## src/rtl/blg_pkg.sv

```systemverilog
`default_nettype none

package blg_pkg;

  // Width of every coordinate field on the ports.
  localparam int unsigned COORD_W = 6;

  // Number of low coordinate bits that take part in the walk.
  localparam int unsigned COORD_BITS_DEF = 6;

  localparam int unsigned COLOR_W = 32;

  typedef struct packed {
    logic [COORD_W-1:0] x_start;
    logic [COORD_W-1:0] y_start;
    logic [COORD_W-1:0] x_end;
    logic [COORD_W-1:0] y_end;
    logic [COLOR_W-1:0] line_color;
  } in_word_t;

  typedef struct packed {
    logic [COORD_W-1:0] pixel_x;
    logic [COORD_W-1:0] pixel_y;
    logic [COLOR_W-1:0] pixel_color;
    logic               last_pixel;
  } out_word_t;

  // Commands from the controller to the datapath.
  typedef struct packed {
    logic load;   // capture the input word
    logic setup;  // derive walk registers from the captured word
    logic emit;   // write the current pixel to the output register and step
  } ctrl_cmd_t;

  // Status from the datapath to the controller.
  typedef struct packed {
    logic at_end; // the current pixel is the last one of the line
  } dp_status_t;

endpackage

`default_nettype wire

```

## src/rtl/blg_datapath.sv

```systemverilog
`default_nettype none

module blg_datapath #(
  parameter int unsigned COORD_BITS = blg_pkg::COORD_BITS_DEF
) (
  input  wire                  clk_i,
  input  blg_pkg::in_word_t    in_word_i,
  input  blg_pkg::ctrl_cmd_t   cmd_i,
  output blg_pkg::dp_status_t  status_o,
  output blg_pkg::out_word_t   out_word_o
);

  localparam int unsigned C  = COORD_BITS;
  // The error stays within (-dx, 3*dx], which needs two bits above a coordinate plus sign.
  localparam int unsigned EW = COORD_BITS + 3;
  localparam int unsigned FW = blg_pkg::COORD_W;

  blg_pkg::in_word_t  cmd_q;
  blg_pkg::out_word_t out_q;

  logic                 steep_q;
  logic                 neg_q;
  logic [C-1:0]         major_q;
  logic [C-1:0]         end_q;
  logic [C-1:0]         minor_q;
  logic [C-1:0]         dx_q;
  logic [C-1:0]         ady_q;
  logic signed [EW-1:0] err_q;

  // Setup terms.
  logic [C-1:0] ax, ay, bx, by;
  logic [C-1:0] adx_raw, ady_raw;
  logic         steep_s;
  logic [C-1:0] a_maj, a_min, b_maj, b_min;
  logic         swap_s;
  logic [C-1:0] maj0, min0, maj1, min1;
  logic [C-1:0] dx_s, ady_s;
  logic         neg_s;

  // Walk terms.
  logic signed [EW-1:0] ady2, dx_e, dx2, err_sum;
  logic                 err_over;
  logic [C-1:0]         minor_step;
  logic [C-1:0]         px, py;

  always_comb begin
    ax = cmd_q.x_start[C-1:0];
    ay = cmd_q.y_start[C-1:0];
    bx = cmd_q.x_end[C-1:0];
    by = cmd_q.y_end[C-1:0];

    adx_raw = (ax >= bx) ? (ax - bx) : (bx - ax);
    ady_raw = (ay >= by) ? (ay - by) : (by - ay);
    steep_s = adx_raw < ady_raw;

    a_maj = steep_s ? ay : ax;
    a_min = steep_s ? ax : ay;
    b_maj = steep_s ? by : bx;
    b_min = steep_s ? bx : by;

    // Walk from the smaller major coordinate to the larger one.
    swap_s = a_maj > b_maj;
    maj0   = swap_s ? b_maj : a_maj;
    min0   = swap_s ? b_min : a_min;
    maj1   = swap_s ? a_maj : b_maj;
    min1   = swap_s ? a_min : b_min;

    dx_s  = maj1 - maj0;
    ady_s = (min1 >= min0) ? (min1 - min0) : (min0 - min1);
    neg_s = !(min1 > min0);
  end

  always_comb begin
    ady2     = $signed(EW'({ady_q, 1'b0}));
    dx_e     = $signed(EW'(dx_q));
    dx2      = $signed(EW'({dx_q, 1'b0}));
    err_sum  = err_q + ady2;
    err_over = err_sum > dx_e;
    minor_step = neg_q ? (minor_q - C'(1)) : (minor_q + C'(1));
    px = steep_q ? minor_q : major_q;
    py = steep_q ? major_q : minor_q;
  end

  always_ff @(posedge clk_i) begin
    if (cmd_i.load) begin
      cmd_q <= in_word_i;
    end
    if (cmd_i.setup) begin
      steep_q <= steep_s;
      neg_q   <= neg_s;
      major_q <= maj0;
      end_q   <= maj1;
      minor_q <= min0;
      dx_q    <= dx_s;
      ady_q   <= ady_s;
      err_q   <= '0;
    end else if (cmd_i.emit) begin
      out_q.pixel_x     <= FW'(px);
      out_q.pixel_y     <= FW'(py);
      out_q.pixel_color <= cmd_q.line_color;
      out_q.last_pixel  <= (major_q == end_q);
      major_q <= major_q + C'(1);
      if (err_over) begin
        minor_q <= minor_step;
        err_q   <= err_sum - dx2;
      end else begin
        err_q   <= err_sum;
      end
    end
  end

  assign status_o.at_end = (major_q == end_q);
  assign out_word_o      = out_q;

endmodule

`default_nettype wire

```

## src/rtl/blg_controller.sv

```systemverilog
`default_nettype none

module blg_controller (
  input  wire                  clk_i,
  input  wire                  rst_ni,
  input  wire                  in_valid_i,
  output logic                 in_ready_o,
  output logic                 out_valid_o,
  input  wire                  out_ready_i,
  input  blg_pkg::dp_status_t  status_i,
  output blg_pkg::ctrl_cmd_t   cmd_o
);

  localparam logic [1:0] ST_IDLE  = 2'd0;
  localparam logic [1:0] ST_SETUP = 2'd1;
  localparam logic [1:0] ST_RUN   = 2'd2;

  logic [1:0] state_q, state_d;
  logic       out_valid_q, out_valid_d;
  logic       slot_free;

  always_comb begin
    state_d     = state_q;
    cmd_o       = '0;
    in_ready_o  = 1'b0;
    // The output register can take a new word when empty or being drained.
    slot_free   = !out_valid_q || out_ready_i;
    case (state_q)
      ST_IDLE: begin
        in_ready_o = 1'b1;
        if (in_valid_i) begin
          cmd_o.load = 1'b1;
          state_d    = ST_SETUP;
        end
      end
      ST_SETUP: begin
        cmd_o.setup = 1'b1;
        state_d     = ST_RUN;
      end
      ST_RUN: begin
        if (slot_free) begin
          cmd_o.emit = 1'b1;
          if (status_i.at_end) begin
            state_d = ST_IDLE;
          end
        end
      end
      default: begin
        state_d = ST_IDLE;
      end
    endcase

    if (cmd_o.emit) begin
      out_valid_d = 1'b1;
    end else if (out_ready_i) begin
      out_valid_d = 1'b0;
    end else begin
      out_valid_d = out_valid_q;
    end
  end

  always_ff @(posedge clk_i or negedge rst_ni) begin
    if (!rst_ni) begin
      state_q     <= ST_IDLE;
      out_valid_q <= 1'b0;
    end else begin
      state_q     <= state_d;
      out_valid_q <= out_valid_d;
    end
  end

  assign out_valid_o = out_valid_q;

`ifndef ASSERT_OFF
  // A pending word is never overwritten by the next pixel.
  a_no_overwrite: assert property (@(posedge clk_i) disable iff (!rst_ni)
    !(cmd_o.emit && out_valid_q && !out_ready_i))
    else $error("pixel written over an untaken word");

  // An accepted command always goes through setup next.
  a_accept_setup: assert property (@(posedge clk_i) disable iff (!rst_ni)
    (in_valid_i && in_ready_o) |=> (state_q == ST_SETUP))
    else $error("accepted command skipped setup");

  // Writing the final pixel ends the line.
  a_last_idle: assert property (@(posedge clk_i) disable iff (!rst_ni)
    (cmd_o.emit && status_i.at_end) |=> (state_q == ST_IDLE))
    else $error("walk continued past the final pixel");

  // Every emitted pixel shows up as a valid word in the next cycle.
  a_emit_valid: assert property (@(posedge clk_i) disable iff (!rst_ni)
    cmd_o.emit |=> out_valid_o)
    else $error("emitted pixel not presented");
`endif

endmodule

`default_nettype wire

```

## src/rtl/bresenham_line_generator.sv

```systemverilog
// Channel | Direction | Handshake                  | Word
// input   | in        | in_valid_i / in_ready_o    | in_word_i  (endpoints, color)
// output  | out       | out_valid_o / out_ready_i  | out_word_o (pixel, color, last)
//
// After a command is accepted, a setup state derives the walk from the captured command;
// the walk then writes one pixel per cycle into the output register while that register
// is free or being drained, from the error update and major-axis counter.
// The next command is taken in the cycle after the last pixel is written.
// Reset clears only the state machine and the output valid flag.
// A stalled output holds the walk in place until the pending word is taken.
`default_nettype none

module bresenham_line_generator #(
  parameter int unsigned COORD_BITS = blg_pkg::COORD_BITS_DEF
) (
  input  wire                 clk_i,
  input  wire                 rst_ni,
  input  wire                 in_valid_i,
  output logic                in_ready_o,
  input  blg_pkg::in_word_t   in_word_i,
  output logic                out_valid_o,
  input  wire                 out_ready_i,
  output blg_pkg::out_word_t  out_word_o
);

  blg_pkg::ctrl_cmd_t  cmd;
  blg_pkg::dp_status_t status;

  blg_controller u_ctrl (
    .clk_i       (clk_i),
    .rst_ni      (rst_ni),
    .in_valid_i  (in_valid_i),
    .in_ready_o  (in_ready_o),
    .out_valid_o (out_valid_o),
    .out_ready_i (out_ready_i),
    .status_i    (status),
    .cmd_o       (cmd)
  );

  blg_datapath #(
    .COORD_BITS (COORD_BITS)
  ) u_dp (
    .clk_i      (clk_i),
    .in_word_i  (in_word_i),
    .cmd_i      (cmd),
    .status_o   (status),
    .out_word_o (out_word_o)
  );

endmodule

`default_nettype wire
```

## config.mk

```make
export PLATFORM = sky130hd
export DESIGN_NAME = bresenham_line_generator
export DESIGN_NICKNAME = d
export VERILOG_FILES = /design/src/rtl/blg_pkg.sv /design/src/rtl/blg_datapath.sv /design/src/rtl/blg_controller.sv /design/src/rtl/bresenham_line_generator.sv
export SDC_FILE = /design/constraint.sdc
export NUM_CORES = 1
export LEC_CHECK = 0
export BUFFER_PORTS_ARGS = -buffer_cell sky130_fd_sc_hd__buf_2
export CORE_ASPECT_RATIO = 0.9
export CORE_MARGIN = 2
export CORE_UTILIZATION = 40
export DETAILED_ROUTE_END_ITERATION = 16
export PLACE_DENSITY = 0.71
export RECOVER_POWER = 25
export SLEW_MARGIN = 10
export SYNTH_ARGS = -nofsm -noshare
export SYNTH_HDL_FRONTEND = slang
export SYNTH_HIERARCHICAL = 1
export SYNTH_SLANG_ARGS = --single-unit
```

## constraint.sdc

```tcl
create_clock -name clk_i -period 10.97 [get_ports clk_i]
set_clock_uncertainty 0.15 [all_clocks]
set_input_delay 0.5485 -clock clk_i [delete_from_list [all_inputs] [get_ports clk_i]]
set_output_delay 0.5485 -clock clk_i [all_outputs]
set_load 0.1 [all_outputs]
```

==> results.md <==
- Status: finished clean
- Final setup violation count: 0
- Rel. slew slack: 36.1%
- Hold Vio Cnt, Final: 0
- CTS max path bufs: 2
- HP Class: in2reg
- CTS tree: yes
- CP dominant cell by count: inv_1
- Crit path arrival time: 10.02 ns
- Clk sinks: 144
- Vias in the first global route: 5,326
- Fin cells: 1,048
- Number of cell rows: 49
- Via density: 5.19
- Total gr overflow: 0
- Syn Std Cell Area: 0.00822 mm²
- Worst path bufs/invs: 8
- Top delay family on crit path: compound AO/OA/AOI/OAI gates
- DR DRC count: 0
- Number of enable flip-flop cells after synthesis: 133
- Total placed cells including tap cells: 1,015
- Die Height: 140 µm
- Core area: 0.0200 mm²
- Initial antenna violation count: 0
- Die area: 0.0217 mm²
- Die width: 155 µm
- Post-synth top flop: edfxtp_1
- # diodes: 0
- Syn_nets: 799
- Initial core utilization: 41.0%
- Syn avg cell area: 12.4 µm²
- Synth top area share: 48.6%
- Synthesized flop and latch total: 144
- # H-tree levels: 4
- Cells after Synth: 665
- Clk_lat worst skew: 0.42 ns
- DRT Pass-1 Iters: 5
- RSZ-0062 raised after global routing: no
- CP startpoint kind: flop
- Clk slew on worst S/H paths: 0.07 ns
- I/O pin count: 107
- Routability cong.: 0.871
- Fin crit share: 91.3%
- Root Driver: clkbuf_16
- Post-CTS sizing: 0
- Starting DRT DRC Count: 371
- Largest net degree at the start of global routing: 57
- Critical Path Fanout Max: 21
- TritonCTS Buffers: 17
- Buffers on Ports: 106
- CP Capture Type: flop
- Register area share after synthesis: 51.5%
- Number of post-CTS setup repair buffers: 0
- Slowest stage delay, CP: 0.72 ns
- Synth top area cells: edfxtp_1, ha_1, mux2i_1
- Min Clock Period, post-route: 10.01 ns
- Ys Warns: 6
- Maxcap violations: 0
- Crit Path Category: reg2reg
- DR WL/cell: 16.4 µm
- Synth cell types: 60
- Routed Antenna Nets: 0
- Fin. max-slew vios: 0
- Hold buffers post-CTS: 1
- Achievable Freq: 0.0999 GHz
- Yosys top cell by area: edfxtp_1
- Layout area overhead: 17.1%
- Final Net Count: 914
- Layout cells sized above 1: 22.4%
- Detail Placement HPWL: 12,800 µm
- Worst-margin pin slew: 0.958 ns
- Ys async rst share: 2.08%
- First-pass GRT wire length: 27,400 µm
- Vias: 5,434
- CP max stage cell: a221oi_2
- WL final: 17,200 µm
- Total GRT Usage: 16.0%
- TNS Setup: 0 ns
- Critical Path RT: 10.98 ns
## layer usage
layer | wire [µm] | part of all wire [%] | global-route usage, % | up-vias
met5 | 0 | 0 | 0 | -
met4 | 179 | 1.0 | 4.48 | 0
met3 | 846 | 4.9 | 2.88 | 18
met2 | 8100 | 47 | 25.7 | 159
met1 | 8080 | 47 | 22.5 | 2608
li1 | - | - | - | 2649
## area by class of cell
| cell class | count | area, µm² |
|---|---|---|
| fillers | 1772 | 10400 |
| multi-input cells | 435 | 3640 |
| repair buffers | 113 | 581 |
| clock buffers | 17 | 425 |
| clock inverters | 15 | 170 |
| flip-flops and latches | 144 | 4230 |
| inverters | 69 | 259 |
| well taps | 255 | 319 |
## metrics by stage
step	setup slack (ns)	instance area, µm²	hold WS (ns)	utilization [%]
4_1_cts	1.09	9630	0.131	48.0
3_3_place_gp	1.52	9030	0.196	45.0
6_report	0.959	9630	0.146	48.0
2_1_floorplan	2.34	8220	0.103	-
5_1_grt	0.215	9630	0.126	48.0
3_5_place_dp	1.12	9030	0.200	45.0
## cell usage in the layout (no fill, tap or decap), types with 7 or more instances in the layout
cell type  count
o21ai_0       23
mux2i_1       54
xor2_1        17
a21oi_1       40
nand3_1        8
dfxtp_1        8
buf_2        102
xnor2_1       26
nand2b_1       7
nand2_1       28
clkbuf_16     17
ha_1          65
nor2b_1        7
inv_1         68
nor2_1        30
a21o_1        19
edfxtp_1     133
mux2_2        20
fa_1           9
## synth_stat cells (all sizes together), types with 5 or more instances
master    n
a21oi    44
mux2i    54
o21ai    28
ha       65
buf       9
nor2b     7
mux2     22
edfxtp  133
nand4     6
o211ai    6
o21bai    5
clkbuf    8
inv      69
xnor2    26
nand2    28
nand3     8
nor3      6
nor2     33
a21o     19
nand2b    7
xor2     17
fa        9
dfxtp     8
## path summary, 6_finish.rpt
kind	startpoint	end	slack, ns	cells after the start
worst max-delay path	u_dp/ax[0]$_DFFE_PP_	u_dp/ady_q[5]$_DFFE_PP_	0.96	42
worst min-delay path	in_word_i[52]	u_dp/ax[2]$_DFFE_PP_	0.15	1
worst max register to register	u_dp/ax[0]$_DFFE_PP_	u_dp/ady_q[5]$_DFFE_PP_	0.96	42
worst min register to register	u_dp/cmd_q[1]$_DFFE_PP_	u_dp/out_word_o[2]$_DFFE_PP_	0.26	0
max in group asynchronous	rst_ni	u_ctrl/state_q[0]$_DFFE_PN0P_	10.19	2
min in group asynchronous	rst_ni	u_ctrl/out_valid_o$_DFFE_PN0P_	0.31	2
## logic make-up (layout without fill, tap and decap cells)
kind of cell,Yosys count,in the layout,synth area share [%]
DFF,144,144,51.5
AOI/OAI and AO/OA,136,136,11.3
and+or+nand+nor,105,105,6.29
buffers and inverters,86,214,4.32
muxes,77,77,9.96
adders and majority gates,74,74,12.1
xor gates and xnor gates,43,43,4.58
## registers in the layout, indices dropped and copies added (netlist names)
register	count
u_ctrl/state_q	2
u_dp/minor_q	6
u_dp/end_q	6
u_dp/ady_q	6
u_dp/dx_q	6
u_dp/steep_q	1
u_dp/major_q	6
u_dp/cmd_q	32
u_dp/ax	6
u_dp/err_q	8
u_dp/neg_q	1
u_dp/ay	6
u_dp/by	6
u_dp/bx	6
u_ctrl/out_valid_o	1
u_dp/out_word_o	45
Power is left out: the tool's default activity adds up to more than one toggle a clock period on the data nets, which glitch-free logic cannot reach.
